===== src/rtl/lr_pkg.sv =====
// Shared types and constants for the line rasterizer.
`default_nettype none

package lr_pkg;

   localparam int unsigned SCREEN_COLS = 256;

   localparam int unsigned COORD_W = 8;
   localparam int unsigned POS_W   = 9;
   localparam int unsigned ACC_W   = 10;
   localparam int unsigned CH_W    = 5;
   localparam int unsigned ADDR_W  = 16;
   localparam int unsigned WORD_W  = 16;
   localparam int unsigned PROD_W  = 32;

   typedef enum logic {
      OP_LOAD = 1'b0,
      OP_STEP = 1'b1
   } op_type;

   typedef struct packed {
      op_type              operation;
      logic [COORD_W-1:0]  start_x;
      logic [COORD_W-1:0]  start_y;
      logic [COORD_W-1:0]  end_x;
      logic [COORD_W-1:0]  end_y;
      logic [CH_W-1:0]     red;
      logic [CH_W-1:0]     green;
      logic [CH_W-1:0]     blue;
   } req_type;

   typedef struct packed {
      logic [ADDR_W-1:0]   pixel_address;
      logic [WORD_W-1:0]   pixel_word;
      logic                last_pixel;
   } rsp_type;

   typedef struct packed {
      logic                x_is_major;
      logic [POS_W-1:0]    major_now;
      logic [POS_W-1:0]    major_end;
      logic [POS_W-1:0]    minor_now;
      logic                minor_down;
      logic [ACC_W-1:0]    remainder_acc;
      logic [POS_W-1:0]    major_span;
      logic [POS_W-1:0]    minor_span;
      logic [WORD_W-1:0]   colour_word;
   } line_type;

endpackage

`default_nettype wire


===== src/rtl/line_rasterizer.sv =====
// Line rasterizer top level: line state, per-pixel stepping and result register.
// A load transfer (operation 0) stores a new line and returns nothing; each
// step transfer (operation 1) returns one framebuffer write (address
// row*SCREEN_COLS+column, pixel word with bit 15 set) until the pixel flagged
// last_pixel, after which steps return nothing until the next load. One item
// is accepted every clock while req_stall is low, and its result appears in
// the result register in the next cycle; the rate is set by the single add,
// compare and subtract of the remainder accumulator. req_stall rises only
// while the result register holds a pixel that the receiver stalls.
`default_nettype none

module line_rasterizer
   import lr_pkg::*;
(
   input  logic    clock,
   input  logic    reset,
   input  logic    req_valid,
   output logic    req_stall,
   input  req_type req_payload,
   output logic    rsp_valid,
   input  logic    rsp_stall,
   output rsp_type rsp_payload
);

   logic     active_ff, active_in;
   line_type line_ff, line_in;
   logic     rsp_valid_ff, rsp_valid_in;
   rsp_type  rsp_ff, rsp_in;

   line_type          load_line;
   logic              accept;
   logic              emit;
   logic              last;
   logic [POS_W-1:0]  px;
   logic [POS_W-1:0]  py;
   logic [PROD_W-1:0] addr_full;
   logic [ACC_W-1:0]  acc_sum;
   logic [ACC_W-1:0]  limit;
   line_type          step_line;

   lr_setup u_setup (
      .req  (req_payload),
      .line (load_line)
   );

   assign req_stall = rsp_valid_ff && rsp_stall;
   assign accept    = req_valid && !req_stall;
   assign emit      = accept && (req_payload.operation == OP_STEP) && active_ff;

   assign px   = line_ff.x_is_major ? line_ff.major_now : line_ff.minor_now;
   assign py   = line_ff.x_is_major ? line_ff.minor_now : line_ff.major_now;
   assign last = (line_ff.major_now == line_ff.major_end);
   assign addr_full = PROD_W'(py) * PROD_W'(SCREEN_COLS) + PROD_W'(px);

   assign acc_sum = line_ff.remainder_acc + {line_ff.minor_span, 1'b0};
   assign limit   = {line_ff.major_span, 1'b0};

   always_comb begin
      step_line           = line_ff;
      step_line.major_now = line_ff.major_now + POS_W'(1);
      if (acc_sum >= limit) begin
         step_line.remainder_acc = acc_sum - limit;
         if (line_ff.minor_down) begin
            step_line.minor_now = line_ff.minor_now - POS_W'(1);
         end else begin
            step_line.minor_now = line_ff.minor_now + POS_W'(1);
         end
      end else begin
         step_line.remainder_acc = acc_sum;
      end
   end

   always_comb begin
      active_in    = active_ff;
      line_in      = line_ff;
      rsp_valid_in = rsp_valid_ff && rsp_stall;
      rsp_in       = rsp_ff;
      if (accept && (req_payload.operation == OP_LOAD)) begin
         active_in = 1'b1;
         line_in   = load_line;
      end
      if (emit) begin
         rsp_valid_in              = 1'b1;
         rsp_in.pixel_address      = addr_full[ADDR_W-1:0];
         rsp_in.pixel_word         = line_ff.colour_word;
         rsp_in.last_pixel         = last;
         if (last) begin
            active_in = 1'b0;
         end else begin
            line_in = step_line;
         end
      end
   end

   always_ff @(posedge clock) begin
      if (reset) begin
         active_ff    <= 1'b0;
         rsp_valid_ff <= 1'b0;
      end else begin
         active_ff    <= active_in;
         rsp_valid_ff <= rsp_valid_in;
      end
      line_ff <= line_in;
      rsp_ff  <= rsp_in;
   end

   assign rsp_valid   = rsp_valid_ff;
   assign rsp_payload = rsp_ff;

endmodule

`default_nettype wire


===== src/rtl/lr_setup.sv =====
// Line setup: axis choice, endpoint ordering, spans, initial remainder and colour word.
`default_nettype none

module lr_setup
   import lr_pkg::*;
(
   input  req_type  req,
   output line_type line
);

   logic [COORD_W-1:0] dx;
   logic [COORD_W-1:0] dy;
   logic               x_major;
   logic [COORD_W-1:0] ma;
   logic [COORD_W-1:0] mb;
   logic [COORD_W-1:0] na;
   logic [COORD_W-1:0] nb;
   logic               swap;
   logic [COORD_W-1:0] lo_major;
   logic [COORD_W-1:0] hi_major;
   logic [COORD_W-1:0] lo_minor;
   logic [COORD_W-1:0] hi_minor;
   logic               down;
   logic [COORD_W-1:0] major_span;
   logic [COORD_W-1:0] minor_span;
   logic [ACC_W-1:0]   acc_init;

   assign dx = (req.start_x > req.end_x) ? req.start_x - req.end_x : req.end_x - req.start_x;
   assign dy = (req.start_y > req.end_y) ? req.start_y - req.end_y : req.end_y - req.start_y;
   assign x_major = (dx >= dy);

   assign ma = x_major ? req.start_x : req.start_y;
   assign na = x_major ? req.start_y : req.start_x;
   assign mb = x_major ? req.end_x   : req.end_y;
   assign nb = x_major ? req.end_y   : req.end_x;

   assign swap     = (ma > mb);
   assign lo_major = swap ? mb : ma;
   assign hi_major = swap ? ma : mb;
   assign lo_minor = swap ? nb : na;
   assign hi_minor = swap ? na : nb;

   assign down       = (hi_minor < lo_minor);
   assign major_span = hi_major - lo_major;
   assign minor_span = down ? lo_minor - hi_minor : hi_minor - lo_minor;

   always_comb begin
      if (major_span == '0) begin
         acc_init = '0;
      end else if (down) begin
         acc_init = ACC_W'(major_span) - ACC_W'(1);
      end else begin
         acc_init = ACC_W'(major_span);
      end
   end

   assign line.x_is_major    = x_major;
   assign line.major_now     = POS_W'(lo_major);
   assign line.major_end     = POS_W'(hi_major);
   assign line.minor_now     = POS_W'(lo_minor);
   assign line.minor_down    = down;
   assign line.remainder_acc = acc_init;
   assign line.major_span    = POS_W'(major_span);
   assign line.minor_span    = POS_W'(minor_span);
   assign line.colour_word   = {1'b1, req.blue, req.green, req.red};

endmodule

`default_nettype wire


===== config.mk =====
export PLATFORM = sky130hd
export DESIGN_NAME = line_rasterizer
export DESIGN_NICKNAME = d
export VERILOG_FILES = /design/src/rtl/lr_pkg.sv /design/src/rtl/line_rasterizer.sv /design/src/rtl/lr_setup.sv
export SDC_FILE = /design/constraint.sdc
export NUM_CORES = 1
export LEC_CHECK = 0
export ABC_AREA = 1
export ABC_CLOCK_PERIOD_IN_PS = 9100
export BUFFER_PORTS_ARGS = -buffer_cell sky130_fd_sc_hd__buf_2
export CAP_MARGIN = 10
export CORE_MARGIN = 2
export CORE_UTILIZATION = 51
export DETAILED_ROUTE_END_ITERATION = 12
export GPL_ROUTABILITY_DRIVEN = 0
export MAX_ROUTING_LAYER = met4
export PLACE_DENSITY = 0.7
export SYNTH_ARGS = -nofsm -noshare
export SYNTH_HDL_FRONTEND = slang
export SYNTH_HIERARCHICAL = 1
export SYNTH_SLANG_ARGS = --single-unit
export TNS_END_PERCENT = 1

===== constraint.sdc =====
create_clock -name clock -period 9.1 [get_ports clock]
set_input_delay 0.455 -clock clock [delete_from_list [all_inputs] [get_ports clock]]
set_output_delay 0.455 -clock clock [all_outputs]
set_load 0.05 [all_outputs]

# After elaboration in Yosys (flattened, before gate mapping)
# Cells that the tools add are included.
dict set report classes {
  n_addsub 14
  magnitude_cmp 6
  n_eq_ne 3
  bitwise 1
  mux 25
  reduce_logical 7
}
# operator n
set op_table {}
lappend op_table {{$mux W73} 3}
lappend op_table {{$mux W8} 12}
lappend op_table {{$sub A8 B8 Y8} 7}
lappend op_table {{$mux W10} 3}
lappend op_table {{$mux W9} 3}
lappend op_table {{$gt A8 B8 Y1} 3}
lappend op_table {{$add A9 B1 Y9 const B} 2}
lappend op_table {{$add A16 B9 Y16} 1}
lappend op_table {{$add A10 B10 Y10} 1}
lappend op_table {{$ge A10 B10 Y1} 1}
lappend op_table {{$sub A10 B10 Y10} 1}
lappend op_table {{$eq A9 B9 Y1} 1}
lappend op_table {{$sub A8 B1 Y9 const B} 1}
lappend op_table {{$sub A9 B1 Y9 const B} 1}
lappend op_table {{$ge A8 B8 Y1} 1}
lappend op_table {{$logic_not A8 Y1} 1}
lappend op_table {{$lt A8 B8 Y1} 1}
lappend op_table {{$logic_and A1 B1 Y1} 5}
lappend op_table {{$mux W1} 4}
lappend op_table {{$ne A3 B1 Y1 const B} 1}
lappend op_table {{$ne A2 B1 Y1 const B} 1}
lappend op_table {{$logic_not A1 Y1} 1}
lappend op_table {{$not A1 Y1} 1}
dict set report totals {
  reg_bits 108
  inputBits 52
}

# Logic depth before layout (Yosys ltp)
# Gate-level depths: netlist of the first run.
dict set report depth {
  depth_word 13
  depth_mapped 58
}

# Hierarchy
# Netlist of the first run, hierarchy kept.
# mod n_inst area_each_um2 cells_per_inst
set modules_own_cells {}
lappend modules_own_cells {line_rasterizer 1 6292.3 775}
lappend modules_own_cells {lr_setup 1 3895.0 655}

# Least setup slack after synthesis of the first run
# No wires, ideal clock.
dict set report synth_path {
  path_kind {input to register}
  start {input req_payload[31] (netlist bit)}
  end {register line_ff[38] (netlist bit)}
  t_arrival_ns 8.117
  required_ns 9.038
  setup_time_ns 0.062
  path_stages 54
  path_slack_ns 0.921
  path_cell_list {inv_1 > ha_1 > inv_1 > fa_1 > inv_1 > o21ai_0 > a221o_1 > nand2_1 > clkbuf_1 > nand2_1 > a21boi_0 > o22ai_1 > nand2_1 > a21oi_1 > a211oi_1 > xor2_1 > inv_1 > ha_1 > (+18 left out) > inv_1 > ha_1 > fa_1 > inv_1 > a21oi_1 > o21ai_0 > nand4_1 > nand2_1 > clkbuf_1 > inv_1 > nand3_1 > xor2_1 > nand2_1 > inv_1 > nand2_1 > nand2_1 > nand2_1 > nand3_1}
}
# element line
set synth_lines {}
lappend synth_lines {{start, declared} line_rasterizer.sv:19} ;# input req_type req_payload,
lappend synth_lines {{end signal, assigned} line_rasterizer.sv:103} ;# line_ff <= line_in;
lappend synth_lines {{end, declared} line_rasterizer.sv:26} ;# line_type line_ff, line_in;

==> run summary, run 1 <==
outcome = completed
Yosys top cell area share = 0.259
Iter 0 DRT Violations = 660
Detailed Route WL = 24,000 microns
Gate Count Post-Synth = 1,430
initial antenna violation count = 0
most common cell after layout, fill and taps aside = nand2_1
Slowest cell on crit path = ha_1
Core Util, Final = 0.560
dpl cell area = 10,600 sq um
period utilisation layout = 0.913
average size of a mapped cell = 7.12 sq um
compound-cell area share of the yosys netlist = 0.134
Worst-path clk slew = 0.08 ns
crit path max fanout = 27
GRT Overall Usage = 0.237
Seq/Total Area, Yosys = 0.299
RR Endpoint = line_ff[50]
Worst slew margin = 0.505
Post-Synth Simple-Gate Area = 0.269
htree depth = 3
R2R cell count = 15
path length in cells of the critical path = 44
Root Buffer = clkbuf_16
TritonCTS buffer count = 9
cts hold-fix bufs = 0
worst slack, placed = 0.146 ns
vias in the first global route = 8,523
Core ar. = 19,500 sq um
XOR/XNOR share of the synthesized area = 0.0421
CP arrival = 8.40 ns
wire length of the first global-routing pass = 40,500 microns
Initial Util = 0.522
hpwl dp = 18,600 microns
Area growth syn-to-layout = 7.39%
die area = 21,100 sq um
# resized after CTS = 0
critical path's top delay family = simple AND/OR/NAND/NOR gates
critical path buffer and inverter count = 7
port bufs = 86
total number of vias = 9,039
Slew @ Worst Pin = 0.743 ns
Worst Hold Depth = 2
startpoint types = input pin
critical path's most frequent cell = nand2_1
post-synth top area cell = edfxtp_1
max cap viols = 0
Die Ht = 145 microns
mapped cell area = 10,200 sq um
Worst EP required = 9.20 ns
synth top area cells = edfxtp_1, nand2_1, ha_1
final worst-path setup slack = 0.792 ns
# clock sinks = 108
# DRC = 0
total congestion overflow = 0
Synth Register Bits = 108
hold endpoint = rsp_valid
routed length per instance = 13.8 microns
Critical R2R Launch = line_ff[16]
hold path startpoint = reset
width of the die = 145 microns
Final Setup Violations = 0
antenna cells = 0
largest family of logic cells by synthesized area = simple AND/OR/NAND/NOR gates
post-synthesis mux area share = 0.00590
Final ANT Viol Nets = 0
Synth cell types = 46
final net count = 1,623
TritonCTS clock tree = built
CP peak stage delay = 0.43 ns
pin count of the biggest net entering global routing = 71
area share of fa/ha/maj cells after synthesis = 0.127
min cycle time layout = 8.31 ns
DR vias/cell = 5.19
Final Hold Viols = 0
fmax = 120 MHz
Final Cell Area = 10,900 sq um
FF-to-FF setup slack = 5.35 ns
Worst Hold Class = in2reg
Row Count = 51
Final Max Slew Viols = 0
Setup crit start = req_payload[39]
commonest non-fill, non-tap cells in the layout = nand2_1, inv_1, o21ai_0
boundary pin count = 87
worst setup path class = in2reg
Post-CTS Setup Inserts = 0
Clock Latency Late Sink = 0.37 ns
crit path capture type = flop
clk buf depth = 2
Final Skew = 0.0148 ns
Synth Warn # = 6
DRT Pass-1 Iters = 5
layout cells sized above 1 = 0.124
cell usage after synthesis (all sizes together):
master,n
a211oi,7
a21boi,3
a21o,4
a21oi,89
a221o,1
a221oi,1
a22oi,1
a31oi,6
and3,1
buf,51
clkbuf,20
conb,2
dfxtp,20
edfxtp,88
fa,9
ha,89
inv,216
mux2i,6
nand2,480
nand3,77
nand3b,4
nand4,16
nor2,42
nor3,6
o211ai,2
o21a,4
o21ai,124
o21bai,3
o221ai,3
o22ai,3
or2,3
xnor2,15
xor2,34
metal layers:
| layer | GRT usage | routed length, microns | part of all wire |
|---|---|---|---|
| met1 | 0.312 | 11100 | 0.46 |
| met2 | 0.392 | 11400 | 0.48 |
| met3 | 0.0329 | 1210 | 0.050 |
| met4 | 0.0529 | 240 | 0.010 |
| met5 | - | 0 | 0 |
cell type report:
| cell class | count | area (sq um) |
|---|---|---|
| tap | 265 | 332 |
| clock buffer | 9 | 225 |
| clock inverter | 7 | 83.8 |
| multi-input combinational | 1041 | 5930 |
| inverter | 216 | 811 |
| sequential | 108 | 3040 |
| timing repair buffer | 97 | 513 |
| fill | 1930 | 8590 |
registers in the layout, summed over array words and instances (netlist names):
name and cells:
line_ff 64, rsp_payload 33, limit 9, active_ff 1
rsp_valid 1
worst max-delay path by stage:
stage	endpoint	slack (ns)
2_1_floorplan	line_ff[38]	0.92
3_3_place_gp	line_ff[21]	0.44
3_5_place_dp	line_ff[22]	0.15
4_1_cts	line_ff[22]	0.52
5_1_grt	line_ff[22]	-0.02
6_report	line_ff[22]	0.79
per-stage QoR:
step	TNS, ns	hold WS [ns]	std cells
2_1_floorplan	0	0.427	1436
5_1_grt	-0.0217	0.261	1743
6_report	0	0.267	1743
4_1_cts	0	0.253	1743
3_5_place_dp	0	0.432	1727
3_3_place_gp	0	0.429	1727
cell families after synthesis:
group | count (synthesis)
AO/OA/AOI/OAI | 251
XOR/XNOR | 49
adder cells (fa/ha/maj) | 98
buffers and inverters | 287
flip-flops | 108
multiplexers | 6
other | 2
AND/OR/NAND/NOR | 629
Power of run 1 is left out: the tool's default activity adds up to more than one toggle a clock period on the data nets, which glitch-free logic cannot reach.
==> run 2, diff against run 1 <==
- ABC_AREA: 1 -> unset
- BUFFER_PORTS_ARGS: -buffer_cell sky130_fd_sc_hd__buf_2 -> unset
- DONT_BUFFER_PORTS: unset -> 1
- PLACE_DENSITY: 0.7 -> 0.66
==> run summary, run 2 <==
vias in the first global route = 7,756 (was 8,523)
Detailed Route WL = 24,100 microns (was 24,000 microns)
crit path max fanout = 11 (was 27)
CP arrival = 8.75 ns (was 8.40 ns)
Worst Hold Class = in2reg (unchanged)
Worst slew margin = 0.304 (was 0.505)
wire length of the first global-routing pass = 38,700 microns (was 40,500 microns)
period utilisation layout = 0.954 (was 0.913)
Final Hold Viols = 0 (unchanged)
Worst EP required = 9.17 ns (was 9.20 ns)
final net count = 1,358 (was 1,623)
critical path buffer and inverter count = 7 (unchanged)
initial antenna violation count = 0 (unchanged)
Most used DFF post-synth = edfxtp_1 (unchanged)
Final Setup Violations = 0 (unchanged)
Final Cell Area = 11,100 sq um (was 10,900 sq um)
Clock Latency Late Sink = 0.36 ns (was 0.37 ns)
Slew @ Worst Pin = 1.04 ns (was 0.743 ns)
Worst-path clk slew = 0.08 ns (about the same)
Gate Count Post-Synth = 1,195 (was 1,430)
Initial Util = 0.518 (was 0.522)
Commonest cells post-synth = nand2_1, a21oi_1, ha_1 (was nand2_1, inv_1, o21ai_0)
max cap viols = 0 (unchanged)
antenna cells = 0 (unchanged)
post-synth top area cell = edfxtp_1 (unchanged)
Row Count = 51 (unchanged)
TritonCTS clock tree = built (unchanged)
total number of vias = 8,370 (was 9,039)
pin count of the biggest net entering global routing = 73 (was 71)
boundary pin count = 87 (unchanged)
post-synthesis mux area share = 0.0746 (was 0.00590)
GRT Overall Usage = 0.238 (was 0.237)
layout cells sized above 1 = 0.138 (was 0.124)
dpl cell area = 10,600 sq um (about the same)
width of the die = 144 microns (was 145 microns)
htree depth = 3 (unchanged)
hpwl dp = 18,300 microns (was 18,600 microns)
Final Max Slew Viols = 0 (unchanged)
Post-Synth Simple-Gate Area = 0.171 (was 0.269)
Most flops, register = line_ff (unchanged)
most common cell in the netlist = nand2_1 (unchanged)
TritonCTS buffer count = 9 (unchanged)
Synth cell types = 81 (was 46)
max reg flops = 64 (unchanged)
DRT Pass-1 Iters = 6 (was 5)
# DRC = 0 (unchanged)
CP peak stage delay = 0.43 ns (about the same)
clk buf depth = 2 (unchanged)
commonest non-fill, non-tap cells in the layout = nand2_1, a21oi_1, edfxtp_1 (was nand2_1, inv_1, o21ai_0)
critical path's top delay family = compound AO/OA/AOI/OAI gates (was simple AND/OR/NAND/NOR gates)
fmax = 115 MHz (was 120 MHz)
compound-cell area share of the yosys netlist = 0.186 (was 0.134)
worst setup path class = in2reg (unchanged)
startpoint types = input pin (unchanged)
mapped cell area = 10,000 sq um (was 10,200 sq um)
min cycle time layout = 8.68 ns (was 8.31 ns)
Seq/Total Area, Yosys = 0.303 (was 0.299)
Synth Warn # = 6 (unchanged)
DR vias/cell = 5.66 (was 5.19)
Slowest cell on crit path = fa_1 (was ha_1)
routed length per instance = 16.3 microns (was 13.8 microns)
Iter 0 DRT Violations = 593 (was 660)
Post-synth EDFFs = 88 (unchanged)
critical path's most frequent cell = a21oi_1 (was nand2_1)
average size of a mapped cell = 8.41 sq um (was 7.12 sq um)
die area = 20,800 sq um (was 21,100 sq um)
XOR/XNOR share of the synthesized area = 0.0554 (was 0.0421)
port bufs = 0 (was 86)
Root Buffer = clkbuf_16 (unchanged)
Final ANT Viol Nets = 0 (unchanged)
largest family of logic cells by synthesized area = compound AO/OA/AOI/OAI gates (was simple AND/OR/NAND/NOR gates)
Yosys top cell area share = 0.263 (was 0.259)
Die Ht = 144 microns (was 145 microns)
outcome = completed (unchanged)
Core ar. = 19,400 sq um (was 19,500 sq um)
Final Skew = 0.0173 ns (was 0.0148 ns)
async set-reset flop share out of synthesis = 0 (unchanged)
area share of fa/ha/maj cells after synthesis = 0.131 (was 0.127)
synth top area cells = edfxtp_1, ha_1, nand2_1 (was edfxtp_1, nand2_1, ha_1)
crit path capture type = flop (unchanged)
most common cell after layout, fill and taps aside = nand2_1 (unchanged)
total congestion overflow = 0 (unchanged)
Area growth syn-to-layout = 10.3% (was 7.39%)
Synth Register Bits = 108 (unchanged)
# clock sinks = 108 (unchanged)
## run 2: cell types whose count changed in the layout (fill, tap and decap cells not counted), moves of 51 or more
cell	previous run	this run
nand2_1	440	196
buf_4	11	70
buf_2	86	0
nor2_1	33	84
o21ai_0	102	42
inv_1	207	87
nand3_1	71	15
## run 2: worst paths after layout
check	from	endpoint	slack [ns]	depth (start not counted)
max	req_payload[31]	line_ff[21]	0.42	48
min	reset	rsp_valid	0.16	1
max reg2reg	line_ff[16]	line_ff[45]	4.81	12
min reg2reg	line_ff[15]	rsp_payload[16]	0.45	0
## run 2: through the flow
stage               hold WS, ns  instances   util  setup TNS [ns]  setup slack, ns
finish                    0.158       1478  0.572               0            0.422
global route              0.149       1478  0.572         -0.0656          -0.0430
CTS                       0.145       1468  0.563               0            0.180
detailed placement        0.432       1452  0.547          -0.251           -0.161
global placement          0.428       1452  0.547               0           0.0942
floorplan                 0.426       1201      -               0          0.00576
## run 2: final cells by class
type,count,area [sq um]
Clock inverter,7,78.8
Multi-Input combinational cell,922,6430
Fill cell,1797,8310
Tap cell,265,332
Clock buffer,9,225
Sequential cell,108,3040
Timing Repair Buffer,76,633
Inverter,91,347
## run 2: worst register-to-register path, stage by stage, from the launching register on
cell and delay, ns:
edfxtp_1 0.42, ha_1 0.25, fa_1 0.42, a21o_1 0.21
a2111oi_2 0.39, a21oi_1 0.17, xnor2_1 0.21, ha_1 0.29
inv_1 0.17, o21bai_1 0.10, a41oi_1 0.35, and2_1 0.54
nand2_1 0.40
## run 2: routing by layer
| metal | vias to the layer above | global-route usage | share of wire |
|---|---|---|---|
| li1 | 4195 | - | - |
| met1 | 3915 | 0.320 | 0.47 |
| met2 | 225 | 0.374 | 0.46 |
| met3 | 35 | 0.0450 | 0.058 |
| met4 | 0 | 0.0572 | 0.019 |
| met5 | - | - | 0 |
## run 2: what timing repair did
action | CTS | global route
buffers inserted | 0 | 10
hold buffers | 0 | 0
gates resized for setup | 0 | 27
hold endpoints to repair | 0 | 0
endpoints found under the setup margin | 0 | 12
## run 2: kinds of logic after synthesis
family | Yosys count
AND/OR/NAND/NOR | 381
AO/OA/AOI/OAI | 300
buffers and inverters | 171
flip-flops | 108
adder cells (fa/ha/maj) | 100
multiplexers | 72
XOR/XNOR | 61
other | 2
Power of run 2 is left out for the same reason.
==> run 3, diff against run 2 <==
- MAX_ROUTING_LAYER: met4 -> unset
==> run summary, run 3 (synthesized netlist as in run 2, its figures left out) <==
outcome = completed (unchanged)
Slew @ Worst Pin = 1.05 ns (was 1.04 ns)
crit path max fanout = 11 (unchanged)
DR vias/cell = 5.64 (was 5.66)
routed length per instance = 16.3 microns (about the same)
setup_tns = 0 ns (unchanged)
period utilisation layout = 0.954 (about the same)
RR Endpoint = line_ff[45] (unchanged)
Iter 0 DRT Violations = 566 (was 593)
max reg flops = 64 (unchanged)
FF-to-FF setup slack = 4.82 ns (was 4.81 ns)
wire length of the first global-routing pass = 38,700 microns (about the same)
Detailed Route WL = 24,000 microns (was 24,100 microns)
Clock Latency Late Sink = 0.36 ns (about the same)
commonest non-fill, non-tap cells in the layout = nand2_1, a21oi_1, edfxtp_1 (unchanged)
critical path's most frequent cell = a21oi_1 (unchanged)
Initial Util = 0.518 (unchanged)
GRT Overall Usage = 0.232 (was 0.238)
Worst slew margin = 0.298 (was 0.304)
Core ar. = 19,400 sq um (unchanged)
hold endpoint = rsp_valid (unchanged)
min cycle time layout = 8.68 ns (about the same)
Most flops, register = line_ff (unchanged)
Final ANT Viol Nets = 0 (unchanged)
Worst Hold Class = in2reg (unchanged)
startpoint types = input pin (unchanged)
R2R cell count = 12 (unchanged)
cts hold-fix bufs = 0 (unchanged)
CP arrival = 8.76 ns (was 8.75 ns)
final net count = 1,358 (unchanged)
Die Ht = 144 microns (unchanged)
most common cell after layout, fill and taps aside = nand2_1 (unchanged)
Area growth syn-to-layout = 10.3% (unchanged)
pin count of the biggest net entering global routing = 73 (unchanged)
TritonCTS clock tree = built (unchanged)
Critical R2R Launch = line_ff[16] (unchanged)
die area = 20,800 sq um (unchanged)
clk buf depth = 2 (unchanged)
Final Skew = 0.0182 ns (was 0.0173 ns)
DRT Pass-1 Iters = 5 (was 6)
htree depth = 3 (unchanged)
layout cells sized above 1 = 0.138 (unchanged)
boundary pin count = 87 (unchanged)
vias in the first global route = 7,739 (was 7,756)
Worst EP required = 9.17 ns (about the same)
worst setup path class = in2reg (unchanged)
TritonCTS buffer count = 9 (unchanged)
port bufs = 0 (unchanged)
initial antenna violation count = 0 (unchanged)
Final Max Slew Viols = 0 (unchanged)
hold path startpoint = reset (unchanged)
total congestion overflow = 0 (unchanged)
total number of vias = 8,333 (was 8,370)
Root Buffer = clkbuf_16 (unchanged)
# clock sinks = 108 (unchanged)
antenna cells = 0 (unchanged)
Row Count = 51 (unchanged)
Worst Hold Depth = 1 (unchanged)
Final Hold Viols = 0 (unchanged)
Setup crit start = req_payload[31] (unchanged)
Worst-path clk slew = 0.08 ns (about the same)
hpwl dp = 18,300 microns (unchanged)
CP peak stage delay = 0.43 ns (about the same)
fmax = 115 MHz (about the same)
Final Setup Violations = 0 (unchanged)
Slowest cell on crit path = fa_1 (unchanged)
max cap viols = 0 (unchanged)
crit path capture type = flop (unchanged)
# DRC = 0 (unchanged)
width of the die = 144 microns (unchanged)
[run 3: cell counts in the layout (fill, tap and decap cells not counted)]
No cell type changed its count.
[run 3: repair_timing]
action,4_1_cts,5_1_grt
endpoints found under the setup margin,0,12
setup buffers,0,10
resized for setup,0,27
[run 3: layout make-up]
cell class                      count  area, sq um
Fill cell                        1797         8310
Multi-Input combinational cell    922         6430
Sequential cell                   108         3040
Timing Repair Buffer               76          633
Inverter                           91          347
Tap cell                          265          332
Clock buffer                        9          225
Clock inverter                      7         78.8
[run 3: per-stage QoR]
stage / hold slack [ns] / std cells / instance area (sq um) / util / setup WS (ns)
after floorplan: 0.426 / 1201 / 10200 / - / 0.00576
after global placement: 0.428 / 1452 / 10600 / 0.547 / 0.0942
after detailed placement: 0.432 / 1452 / 10600 / 0.547 / -0.161
after CTS: 0.145 / 1468 / 10900 / 0.563 / 0.180
after global routing: 0.149 / 1478 / 11100 / 0.572 / -0.0416
final: 0.156 / 1478 / 11100 / 0.572 / 0.416
[run 3: metal layers]
layer / track usage / wire [microns] / vias up
met5: 0 / 0 / -
met1: 0.320 / 11300 / 3905
met2: 0.373 / 11000 / 202
met3: 0.0467 / 1310 / 31
li1: - / - / 4195
met4: 0.0572 / 460 / 0
[run 3: worst max-delay path by stage]
stage,to,slack (ns),depth (start not counted)
global route,line_ff[21],-0.04,52
global placement,line_ff[41],0.09,47
finish,line_ff[21],0.42,48
CTS,line_ff[41],0.18,46
floorplan,line_ff[21],0.006,52
detailed placement,line_ff[41],-0.16,45
[run 3: worst max-delay path, delay by kind of cell]
| family | cells | cell delay [ns] |
|---|---|---|
| and+or+nand+nor | 9 | 1.20 |
| buffers and inverters | 7 | 0.87 |
| xor gates and xnor gates | 2 | 0.30 |
| AOI/OAI and AO/OA | 20 | 3.34 |
| adders and majority gates | 6 | 1.81 |
| muxes | 4 | 0.76 |
Power of run 3 is left out for the same reason.
